## config.mk

```make
export PLATFORM = sky130hd
export DESIGN_NAME = scan_polar_to_cartesian_core_flat
export DESIGN_NICKNAME = d
export VERILOG_FILES = /design/src/sp2c_pkg.sv /design/src/sp2c_if.sv /design/src/sp2c_front.sv /design/src/sp2c_queue.sv /design/src/sp2c_cordic.sv /design/src/scan_polar_to_cartesian_core.sv /design/src/flat_wrapper.sv
export SDC_FILE = /design/constraint.sdc
export NUM_CORES = 2
export LEC_CHECK = 0
export BUFFER_PORTS_ARGS = -buffer_cell sky130_fd_sc_hd__buf_2
export CAP_MARGIN = 20
export CORE_ASPECT_RATIO = 1.2
export CORE_UTILIZATION = 55
export CTS_CLUSTER_SIZE = 24
export DETAILED_ROUTE_END_ITERATION = 10
export PLACE_DENSITY_LB_ADDON = 0.08
export SLEW_MARGIN = 20
export SYNTH_ARGS = -nofsm -noshare
export SYNTH_HDL_FRONTEND = slang
export SYNTH_HIERARCHICAL = 1
export SYNTH_SLANG_ARGS = --single-unit
export TNS_END_PERCENT = 100
```

## constraint.sdc

```tcl
create_clock -name clk -period 19.12 [get_ports clk]
set_clock_uncertainty 0.15 [all_clocks]
set_input_delay 4.78 -clock clk [delete_from_list [all_inputs] [get_ports clk]]
set_output_delay 4.78 -clock clk [all_outputs]
set_load 0.01 [all_outputs]
```

## src/sp2c_pkg.sv

```systemverilog
`timescale 1ns / 1ps
`default_nettype none
// ----------------------------------------------------------------------------
// sp2c_pkg: shared types and constants for the scan polar-to-cartesian core
// Field widths, register codes, CORDIC constants and the queue word layout.
// ----------------------------------------------------------------------------
package sp2c_pkg;

    localparam int RANGE_W     = 16;
    localparam int ANGLE_W     = 16;
    localparam int STEP_W      = 12;
    localparam int INDEX_W     = 12;
    localparam int COORD_W     = 17;
    localparam int CFG_INDEX_W = 4;
    localparam int CFG_DATA_W  = 16;

    // Q16 mm datapath and 2^-32 turn residual angle
    localparam int XY_W = 36;
    localparam int Z_W  = 34;
    localparam int RND_W = XY_W - 16;

    localparam int ATAN_ENTRIES = 24;
    localparam int ATAN_IDX_W   = 5;

    localparam logic [31:0] GAIN_Q32 = 32'h9B74EDA8;
    localparam logic [31:0] ATAN_Q32 [0:ATAN_ENTRIES-1] = '{
        32'h20000000, 32'h12E4051E, 32'h09FB385B, 32'h051111D4,
        32'h028B0D43, 32'h0145D7E1, 32'h00A2F61E, 32'h00517C55,
        32'h0028BE53, 32'h00145F2F, 32'h000A2F98, 32'h000517CC,
        32'h00028BE6, 32'h000145F3, 32'h0000A2FA, 32'h0000517D,
        32'h000028BE, 32'h0000145F, 32'h00000A30, 32'h00000518,
        32'h0000028C, 32'h00000146, 32'h000000A3, 32'h00000051
    };

    localparam logic signed [RND_W:0] SAT_HI = (RND_W+1)'(65535);
    localparam logic signed [RND_W:0] SAT_LO = -(RND_W+1)'(65535);

    typedef enum logic [CFG_INDEX_W-1:0] {
        CFG_RANGE_MIN   = 4'd0,
        CFG_RANGE_MAX   = 4'd1,
        CFG_START_ANGLE = 4'd2,
        CFG_ANGLE_STEP  = 4'd3
    } cfg_reg_t;

    typedef struct packed {
        logic [RANGE_W-1:0] range_mm;
        logic [ANGLE_W-1:0] angle;
        logic [INDEX_W-1:0] beam_index;
    } job_t;

    typedef struct packed {
        logic empty;
        logic full;
    } queue_stat_t;

endpackage
`default_nettype wire

```

## src/sp2c_if.sv

```systemverilog
`timescale 1ns / 1ps
`default_nettype none
// ----------------------------------------------------------------------------
// sp2c_if: channel interfaces of the scan polar-to-cartesian core
// Range sample input, point output and register write channels.
// ----------------------------------------------------------------------------
interface sp2c_sample_if;
    logic                             valid;
    logic                             ready;
    logic [sp2c_pkg::RANGE_W-1:0]     range_mm;
    logic                             scan_start;

    modport source (output valid, output range_mm, output scan_start, input ready);
    modport sink (input valid, input range_mm, input scan_start, output ready);
endinterface

interface sp2c_point_if;
    logic                                valid;
    logic                                ready;
    logic signed [sp2c_pkg::COORD_W-1:0] x_mm;
    logic signed [sp2c_pkg::COORD_W-1:0] y_mm;
    logic [sp2c_pkg::INDEX_W-1:0]        beam_index;

    modport source (output valid, output x_mm, output y_mm, output beam_index, input ready);
    modport sink (input valid, input x_mm, input y_mm, input beam_index, output ready);
endinterface

interface sp2c_cfg_if;
    logic                              valid;
    logic                              ready;
    logic [sp2c_pkg::CFG_INDEX_W-1:0]  index;
    logic [sp2c_pkg::CFG_DATA_W-1:0]   data;

    modport source (output valid, output index, output data, input ready);
    modport sink (input valid, input index, input data, output ready);
endinterface
`default_nettype wire

```

## src/sp2c_front.sv

```systemverilog
`timescale 1ns / 1ps
`default_nettype none
// ----------------------------------------------------------------------------
// sp2c_front: sample intake and classification
// Holds the registers and beam counter, gates samples by range and forms the
// beam angle of each kept sample for the queue.
// ----------------------------------------------------------------------------
module sp2c_front #(
    parameter int MAX_BEAMS = 4096
) (
    input  wire logic                  clk,
    input  wire logic                  rst_n,
    sp2c_sample_if.sink                sample,
    sp2c_cfg_if.sink                   cfg,
    input  wire sp2c_pkg::queue_stat_t q_stat,
    output logic                       push,
    output sp2c_pkg::job_t             push_job
);

    localparam logic [16:0] BEAM_LIMIT = 17'(MAX_BEAMS);

    logic [sp2c_pkg::RANGE_W-1:0] range_min_reg;
    logic [sp2c_pkg::RANGE_W-1:0] range_max_reg;
    logic [sp2c_pkg::ANGLE_W-1:0] start_angle_reg;
    logic [sp2c_pkg::STEP_W-1:0]  angle_step_reg;
    logic [sp2c_pkg::INDEX_W-1:0] beam_counter_reg;
    logic [sp2c_pkg::INDEX_W-1:0] beam_counter_next;

    logic                         accept;
    logic                         in_window;
    logic [sp2c_pkg::INDEX_W-1:0] index;
    logic [16:0]                  index_inc;
    logic [23:0]                  angle_offset;

    assign sample.ready = !q_stat.full;
    assign cfg.ready    = 1'b1;
    assign accept       = sample.valid && sample.ready;

    assign index        = sample.scan_start ? '0 : beam_counter_reg;
    assign index_inc    = 17'(index) + 17'd1;
    assign beam_counter_next = (index_inc >= BEAM_LIMIT) ? '0
                                                         : index_inc[sp2c_pkg::INDEX_W-1:0];

    assign in_window    = (sample.range_mm > range_min_reg) &&
                          (sample.range_mm < range_max_reg);
    assign angle_offset = 24'(index) * 24'(angle_step_reg);

    assign push                = accept && in_window;
    assign push_job.range_mm   = sample.range_mm;
    assign push_job.angle      = start_angle_reg + angle_offset[sp2c_pkg::ANGLE_W-1:0];
    assign push_job.beam_index = index;

    always_ff @(posedge clk or negedge rst_n)
    begin
        if (!rst_n)
        begin
            beam_counter_reg <= '0;
        end
        else if (accept)
        begin
            beam_counter_reg <= beam_counter_next;
        end
    end

    always_ff @(posedge clk or negedge rst_n)
    begin
        if (!rst_n)
        begin
            range_min_reg   <= '0;
            range_max_reg   <= 16'hFFFF;
            start_angle_reg <= '0;
            angle_step_reg  <= 12'd16;
        end
        else if (cfg.valid && cfg.ready)
        begin
            case (cfg.index)
                sp2c_pkg::CFG_RANGE_MIN:   range_min_reg   <= cfg.data;
                sp2c_pkg::CFG_RANGE_MAX:   range_max_reg   <= cfg.data;
                sp2c_pkg::CFG_START_ANGLE: start_angle_reg <= cfg.data;
                sp2c_pkg::CFG_ANGLE_STEP:  angle_step_reg  <= cfg.data[sp2c_pkg::STEP_W-1:0];
                default: ;
            endcase
        end
    end

endmodule
`default_nettype wire

```

## src/sp2c_queue.sv

```systemverilog
`timescale 1ns / 1ps
`default_nettype none
// ----------------------------------------------------------------------------
// sp2c_queue: two-entry job queue
// Decouples sample intake from the rotation unit.
// ----------------------------------------------------------------------------
module sp2c_queue (
    input  wire logic                  clk,
    input  wire logic                  rst_n,
    input  wire logic                  push,
    input  wire sp2c_pkg::job_t        push_job,
    input  wire logic                  pop,
    output sp2c_pkg::job_t             head,
    output sp2c_pkg::queue_stat_t      stat
);

    sp2c_pkg::job_t mem [0:1];
    logic           wr_ptr_reg;
    logic           rd_ptr_reg;
    logic [1:0]     count_reg;
    logic           do_push;
    logic           do_pop;

    assign stat.empty = (count_reg == 2'd0);
    assign stat.full  = (count_reg == 2'd2);
    assign do_push    = push && !stat.full;
    assign do_pop     = pop && !stat.empty;
    assign head       = mem[rd_ptr_reg];

    always_ff @(posedge clk)
    begin
        if (do_push)
        begin
            mem[wr_ptr_reg] <= push_job;
        end
    end

    always_ff @(posedge clk or negedge rst_n)
    begin
        if (!rst_n)
        begin
            wr_ptr_reg <= 1'b0;
            rd_ptr_reg <= 1'b0;
            count_reg  <= 2'd0;
        end
        else
        begin
            if (do_push)
            begin
                wr_ptr_reg <= !wr_ptr_reg;
            end
            if (do_pop)
            begin
                rd_ptr_reg <= !rd_ptr_reg;
            end
            if (do_push && !do_pop)
            begin
                count_reg <= count_reg + 2'd1;
            end
            else if (do_pop && !do_push)
            begin
                count_reg <= count_reg - 2'd1;
            end
        end
    end

endmodule
`default_nettype wire

```

## src/sp2c_cordic.sv

```systemverilog
`timescale 1ns / 1ps
`default_nettype none
// ----------------------------------------------------------------------------
// sp2c_cordic: iterative CORDIC rotation unit
// Takes one job from the queue, scales the range by the gain, rotates one
// stage a cycle, then rounds, restores the half turn and saturates.
// ----------------------------------------------------------------------------
module sp2c_cordic #(
    parameter int CORDIC_STAGES = 16
) (
    input  wire logic                  clk,
    input  wire logic                  rst_n,
    input  wire sp2c_pkg::job_t        head,
    input  wire sp2c_pkg::queue_stat_t q_stat,
    output logic                       pop,
    sp2c_point_if.source               point
);

    localparam int STAGE_W = (CORDIC_STAGES > 1) ? $clog2(CORDIC_STAGES) : 1;
    localparam logic [STAGE_W-1:0] LAST_STAGE = STAGE_W'(CORDIC_STAGES - 1);
    localparam int XY_W  = sp2c_pkg::XY_W;
    localparam int Z_W   = sp2c_pkg::Z_W;
    localparam int RND_W = sp2c_pkg::RND_W;

    typedef enum logic [2:0] {
        ST_IDLE = 3'b001,
        ST_ROT  = 3'b010,
        ST_DONE = 3'b100
    } state_t;

    state_t                          state_reg;
    logic signed [XY_W-1:0]          x_reg;
    logic signed [XY_W-1:0]          y_reg;
    logic signed [Z_W-1:0]           z_reg;
    logic [STAGE_W-1:0]              stage_reg;
    logic                            flip_reg;
    logic [sp2c_pkg::INDEX_W-1:0]    index_reg;
    logic                            out_valid_reg;
    logic signed [sp2c_pkg::COORD_W-1:0] x_mm_reg;
    logic signed [sp2c_pkg::COORD_W-1:0] y_mm_reg;
    logic [sp2c_pkg::INDEX_W-1:0]    beam_index_reg;

    logic                            load_out;
    logic                            flip;
    logic [sp2c_pkg::ANGLE_W-1:0]    residual;
    logic [47:0]                     scaled;
    logic signed [XY_W-1:0]          dx;
    logic signed [XY_W-1:0]          dy;
    logic signed [Z_W-1:0]           atan;

    function automatic logic signed [sp2c_pkg::COORD_W-1:0] finish_coord(
        input logic signed [XY_W-1:0] v,
        input logic                   neg
    );
        logic signed [XY_W-1:0]  biased;
        logic signed [RND_W:0]   whole;
        biased = v + XY_W'(32768);
        whole  = (RND_W+1)'($signed(biased[XY_W-1:16]));
        if (neg)
        begin
            whole = -whole;
        end
        if (whole > sp2c_pkg::SAT_HI)
        begin
            whole = sp2c_pkg::SAT_HI;
        end
        else if (whole < sp2c_pkg::SAT_LO)
        begin
            whole = sp2c_pkg::SAT_LO;
        end
        return whole[sp2c_pkg::COORD_W-1:0];
    endfunction

    assign pop      = (state_reg == ST_IDLE) && !q_stat.empty;
    assign load_out = (state_reg == ST_DONE) && (!out_valid_reg || point.ready);

    assign flip     = head.angle[15] ^ head.angle[14];
    assign residual = flip ? (head.angle ^ 16'h8000) : head.angle;
    assign scaled   = 48'(head.range_mm) * 48'(sp2c_pkg::GAIN_Q32);

    assign dx   = y_reg >>> stage_reg;
    assign dy   = x_reg >>> stage_reg;
    assign atan = Z_W'(sp2c_pkg::ATAN_Q32[sp2c_pkg::ATAN_IDX_W'(stage_reg)]);

    assign point.valid      = out_valid_reg;
    assign point.x_mm       = x_mm_reg;
    assign point.y_mm       = y_mm_reg;
    assign point.beam_index = beam_index_reg;

    always_ff @(posedge clk or negedge rst_n)
    begin
        if (!rst_n)
        begin
            state_reg     <= ST_IDLE;
            out_valid_reg <= 1'b0;
        end
        else
        begin
            case (state_reg)
                ST_IDLE:
                begin
                    if (pop)
                    begin
                        state_reg <= ST_ROT;
                    end
                end
                ST_ROT:
                begin
                    if (stage_reg == LAST_STAGE)
                    begin
                        state_reg <= ST_DONE;
                    end
                end
                ST_DONE:
                begin
                    if (load_out)
                    begin
                        state_reg <= ST_IDLE;
                    end
                end
                default: state_reg <= ST_IDLE;
            endcase

            if (load_out)
            begin
                out_valid_reg <= 1'b1;
            end
            else if (point.ready)
            begin
                out_valid_reg <= 1'b0;
            end
        end
    end

    always_ff @(posedge clk)
    begin
        if (pop)
        begin
            x_reg     <= XY_W'(scaled[47:16]);
            y_reg     <= '0;
            z_reg     <= {{(Z_W-32){residual[15]}}, residual, 16'h0000};
            stage_reg <= '0;
            flip_reg  <= flip;
            index_reg <= head.beam_index;
        end
        else if (state_reg == ST_ROT)
        begin
            if (!z_reg[Z_W-1])
            begin
                x_reg <= x_reg - dx;
                y_reg <= y_reg + dy;
                z_reg <= z_reg - atan;
            end
            else
            begin
                x_reg <= x_reg + dx;
                y_reg <= y_reg - dy;
                z_reg <= z_reg + atan;
            end
            stage_reg <= stage_reg + STAGE_W'(1);
        end
        if (load_out)
        begin
            x_mm_reg       <= finish_coord(x_reg, flip_reg);
            y_mm_reg       <= finish_coord(y_reg, flip_reg);
            beam_index_reg <= index_reg;
        end
    end

endmodule
`default_nettype wire

```

## src/scan_polar_to_cartesian_core.sv

```systemverilog
`timescale 1ns / 1ps
`default_nettype none
// ----------------------------------------------------------------------------
// scan_polar_to_cartesian_core: lidar range samples to x/y points
// Beam indexing, range gating and gain-compensated CORDIC rotation.
// ----------------------------------------------------------------------------
// A sample is taken whenever the two-entry job queue has room; samples
// outside the range window leave no job, though they too wait while the
// queue is full. Each kept sample occupies the single shared CORDIC unit
// (gain scaling, rotation stages, rounding and saturation) until its point
// is loaded into the point register, and the unit takes no new job before
// that; the point register lets the next job proceed while a point waits.
// Registers are written through the cfg channel, which is always ready.
module scan_polar_to_cartesian_core #(
    parameter int MAX_BEAMS     = 4096,
    parameter int CORDIC_STAGES = 16
) (
    input  wire logic     clk,
    input  wire logic     rst_n,
    sp2c_sample_if.sink   sample,
    sp2c_cfg_if.sink      cfg,
    sp2c_point_if.source  point
);

    logic                  push;
    logic                  pop;
    sp2c_pkg::job_t        push_job;
    sp2c_pkg::job_t        head;
    sp2c_pkg::queue_stat_t q_stat;

    sp2c_front #(
        .MAX_BEAMS (MAX_BEAMS)
    ) u_front (
        .clk      (clk),
        .rst_n    (rst_n),
        .sample   (sample),
        .cfg      (cfg),
        .q_stat   (q_stat),
        .push     (push),
        .push_job (push_job)
    );

    sp2c_queue u_queue (
        .clk      (clk),
        .rst_n    (rst_n),
        .push     (push),
        .push_job (push_job),
        .pop      (pop),
        .head     (head),
        .stat     (q_stat)
    );

    sp2c_cordic #(
        .CORDIC_STAGES (CORDIC_STAGES)
    ) u_cordic (
        .clk    (clk),
        .rst_n  (rst_n),
        .head   (head),
        .q_stat (q_stat),
        .pop    (pop),
        .point  (point)
    );

endmodule
`default_nettype wire

```

## src/flat_wrapper.sv

```systemverilog
// flat-port wrapper written by rule: the top's interface ports become plain ports
module scan_polar_to_cartesian_core_flat 
#(
    parameter int MAX_BEAMS     = 4096,
    parameter int CORDIC_STAGES = 16
)
  (clk, rst_n, sample_valid, sample_range_mm, sample_scan_start, sample_ready, cfg_valid, cfg_index, cfg_data, cfg_ready, point_valid, point_x_mm, point_y_mm, point_beam_index, point_ready);
  sp2c_sample_if sample_i ();
  sp2c_cfg_if cfg_i ();
  sp2c_point_if point_i ();
  input  wire logic clk;
  input  wire logic rst_n;
  input wire logic [$bits(sample_i.valid)-1:0] sample_valid;
  input wire logic [$bits(sample_i.range_mm)-1:0] sample_range_mm;
  input wire logic [$bits(sample_i.scan_start)-1:0] sample_scan_start;
  output wire logic [$bits(sample_i.ready)-1:0] sample_ready;
  input wire logic [$bits(cfg_i.valid)-1:0] cfg_valid;
  input wire logic [$bits(cfg_i.index)-1:0] cfg_index;
  input wire logic [$bits(cfg_i.data)-1:0] cfg_data;
  output wire logic [$bits(cfg_i.ready)-1:0] cfg_ready;
  output wire logic [$bits(point_i.valid)-1:0] point_valid;
  output wire logic [$bits(point_i.x_mm)-1:0] point_x_mm;
  output wire logic [$bits(point_i.y_mm)-1:0] point_y_mm;
  output wire logic [$bits(point_i.beam_index)-1:0] point_beam_index;
  input wire logic [$bits(point_i.ready)-1:0] point_ready;
  assign sample_i.valid = sample_valid;
  assign sample_i.range_mm = sample_range_mm;
  assign sample_i.scan_start = sample_scan_start;
  assign sample_ready = sample_i.ready;
  assign cfg_i.valid = cfg_valid;
  assign cfg_i.index = cfg_index;
  assign cfg_i.data = cfg_data;
  assign cfg_ready = cfg_i.ready;
  assign point_valid = point_i.valid;
  assign point_x_mm = point_i.x_mm;
  assign point_y_mm = point_i.y_mm;
  assign point_beam_index = point_i.beam_index;
  assign point_i.ready = point_ready;
  scan_polar_to_cartesian_core #(.MAX_BEAMS(MAX_BEAMS), .CORDIC_STAGES(CORDIC_STAGES)) u_core (.clk(clk), .rst_n(rst_n), .sample(sample_i), .cfg(cfg_i), .point(point_i));
endmodule
```

==> qor.txt <==
status = completed
crit start category = input pin
count of pins over their slew limit = 0
root buffer cell = clkbuf_16
total CTS buffers = 40
Die Height = 293 um
CP Class = input pin to flop
Largest register FFs = 88
MaxCap Viol Count = 0
reg-to-reg startpoint = u_core/u_queue/rd_ptr_reg
clk slew on worst S/H paths = 0.06 ns
via count = 30300
Post-Syn Instances = 4240
most common cell after layout, fill and taps aside = inv_1
Slowest Stage Delay on Critical Path = 0.57 ns
wire length per cell = 19.9 um
Core Box Area = 69800 um2
Syn Area/Cell = 9.16 um2
sequential share of the synthesized area = 23.5%
fin crit period = 9.82 ns
FILL cells = 6420
Ports = 91
area growth from synthesis to layout = 5.72%
multi-input logic area = 26800 um2
syn nets = 4892
Seq cells post-synth = 337
Tcrit/Tclk final = 51.4%
DR vias/cell = 5.88
layout cells sized above 1 = 9.90%
DIE AREA = 71700 um2
Critical Path RT = 19.30 ns
Max Freq = 102 MHz
Yosys warning count = 6
TritonCTS clock tree = done
worst r2r path cells = 23
Synth Flop Type = edfxtp_1
RSZ-0062 raised after global routing = false
hpwl dp = 77900 um
slew of the pin with the lowest slew margin = 1.01 ns
diodes inserted = 0
r2r setup slk = 10.84 ns
drt pass-1 iters = 6
first-pass GRT wire length = 165000 um
total grt overflow = 0
Initial Util = 55.7%
CP arrival = 10.01 ns
Setup TNS Final = 0 ns
global placement routability congestion = 0.939
post_cts resized = 0
Initial DRC Count = 1737
num rows = 106
Post-synth ARST share = 23.7%
worst hold path endpoint = u_core/u_cordic/point.beam_index[7]
final cell count without fillers = 5150
Die W = 245 um
CP Max Fanout = 20
Post-Route WL = 102000 um
Distinct cells, synth = 95
final setup fails = 0
DRC = 0
Final Util = 58.9%
maximum clock path buffer count = 3
hold buffers post-CTS = 0
Worst-Skew Late Latency = 0.58 ns
PortBufs = 89
GRT Total Usage = 29.0%
Final ANT Viol Nets = 0
EDFF count, synth = 197
initial antenna violation count = 0
H-tree levels = 2
# nets final = 4853
register area = 9160 um2
largest net degree at the start of global routing = 85
worst hold path class = flop to flop
final hold violation count = 0
TritonCTS Sinks = 337
vias in the first global route = 30400
placed cells = 5077
most frequent cells in the layout = inv_1 (517), nand2_1 (457), ha_1 (351), a21oi_1 (262), fa_1 (259)
hold path depth = 0
hold slack final = 0.263 ns
min-delay src = u_core/u_cordic/index_reg[7]
slowest cell on the critical path = or4_4
relative slew slack = 32.0%
R2R Path End = u_core/u_cordic/x_reg[31]
critical path capture point type = flop
Post-CTS Setup Inserts = 0
Synth Cell Area = 38800 um2
crit-path cells = buf_2, nand2b_1, inv_1, and2_1, fa_1, inv_1, fa_1, inv_1, fa_1, inv_1, fa_1, fa_1, inv_1, ha_1, or4_4, a41o_1, o41a_1, xor2_1
==> Yosys cell counts (50+ instances only) <==
library cell / instances / share of area (%)
inv_1: 519 / 5.0
nand2_1: 457 / 4.4
ha_1: 351 / 11
a21oi_1: 262 / 3.4
fa_1: 259 / 13
o21ai_0: 220 / 2.8
nor2_1: 206 / 2.0
edfxtp_1: 197 / 15
xnor2_1: 197 / 4.4
xor2_1: 129 / 2.9
clkbuf_1: 115 / 1.1
a21o_1: 83 / 1.6
and2_1: 79 / 1.3
nand3_1: 77 / 0.99
mux2i_1: 69 / 1.8
mux4_2: 63 / 3.7
dfrtp_1: 62 / 4.0
dfxtp_1: 60 / 3.1
mux2_2: 59 / 1.7
nor3_1: 58 / 0.75
nor2b_1: 52 / 0.84
a31oi_1: 50 / 0.81
==> how the worst max path moves through the flow <==
stage,startpoint,end,slack (ns),depth (start not counted)
final,sample_scan_start,u_core/u_queue/mem[1][26],9.30,18
after global placement,sample_scan_start,u_core/u_queue/mem[0][26],8.77,17
after global routing,sample_scan_start,u_core/u_queue/mem[1][26],9.08,17
after detailed placement,sample_scan_start,u_core/u_queue/mem[0][26],8.69,17
after CTS,sample_scan_start,u_core/u_queue/mem[1][26],9.34,17
after floorplan,sample_scan_start,u_core/u_queue/mem[0][26],9.09,22
==> metrics by stage <==
stage                     area, um2  worst slack (ns)
final                         41100              9.30
after global routing          41100              9.08
after CTS                     41100              9.34
after detailed placement      39700              8.69
after global placement        39700              8.77
after floorplan               38800              9.09
==> worst max-delay path: cells and delay by family <==
family | cells | cell delay (ns)
adders and majority gates | 6 | 2.63
and+or+nand+nor | 3 | 1.07
buffers and inverters | 6 | 0.76
AOI/OAI and AO/OA | 2 | 0.58
xor gates and xnor gates | 1 | 0.16
==> layout make-up <==
| type | count | share of cell area, % |
|---|---|---|
| well taps | 918 | 2.80 |
| clock inverters | 26 | 0.658 |
| flip-flops and latches | 337 | 22.3 |
| clock buffers | 47 | 2.58 |
| repair buffers | 123 | 1.71 |
| inverters | 521 | 4.77 |
| multi-input cells | 3178 | 65.2 |
==> metal layers <==
metal	up-vias	GRT usage [%]	routed length [um]
met3	220	3.53	4500
met1	14800	36.2	43100
met2	779	50.8	50800
li1	14500	-	-
met5	-	0	0
met4	0	11.3	4040
==> kinds of logic (layout without fill, tap and decap cells) <==
family                     Yosys count  count (layout)  share of synthesized area (%)
other                                1               1                        0.00966
adders and majority gates          610             610                           24.7
and+or+nand+nor                   1148            1148                           14.2
AOI/OAI and AO/OA                  857             857                           13.7
DFF                                337             337                           23.5
muxes                              235             235                           8.91
buffers and inverters              725             717                           7.64
xor gates and xnor gates           327             327                           7.41
Power is not shown: default switching activity piles up to over one toggle a cycle in this logic, so the estimate is an artifact.
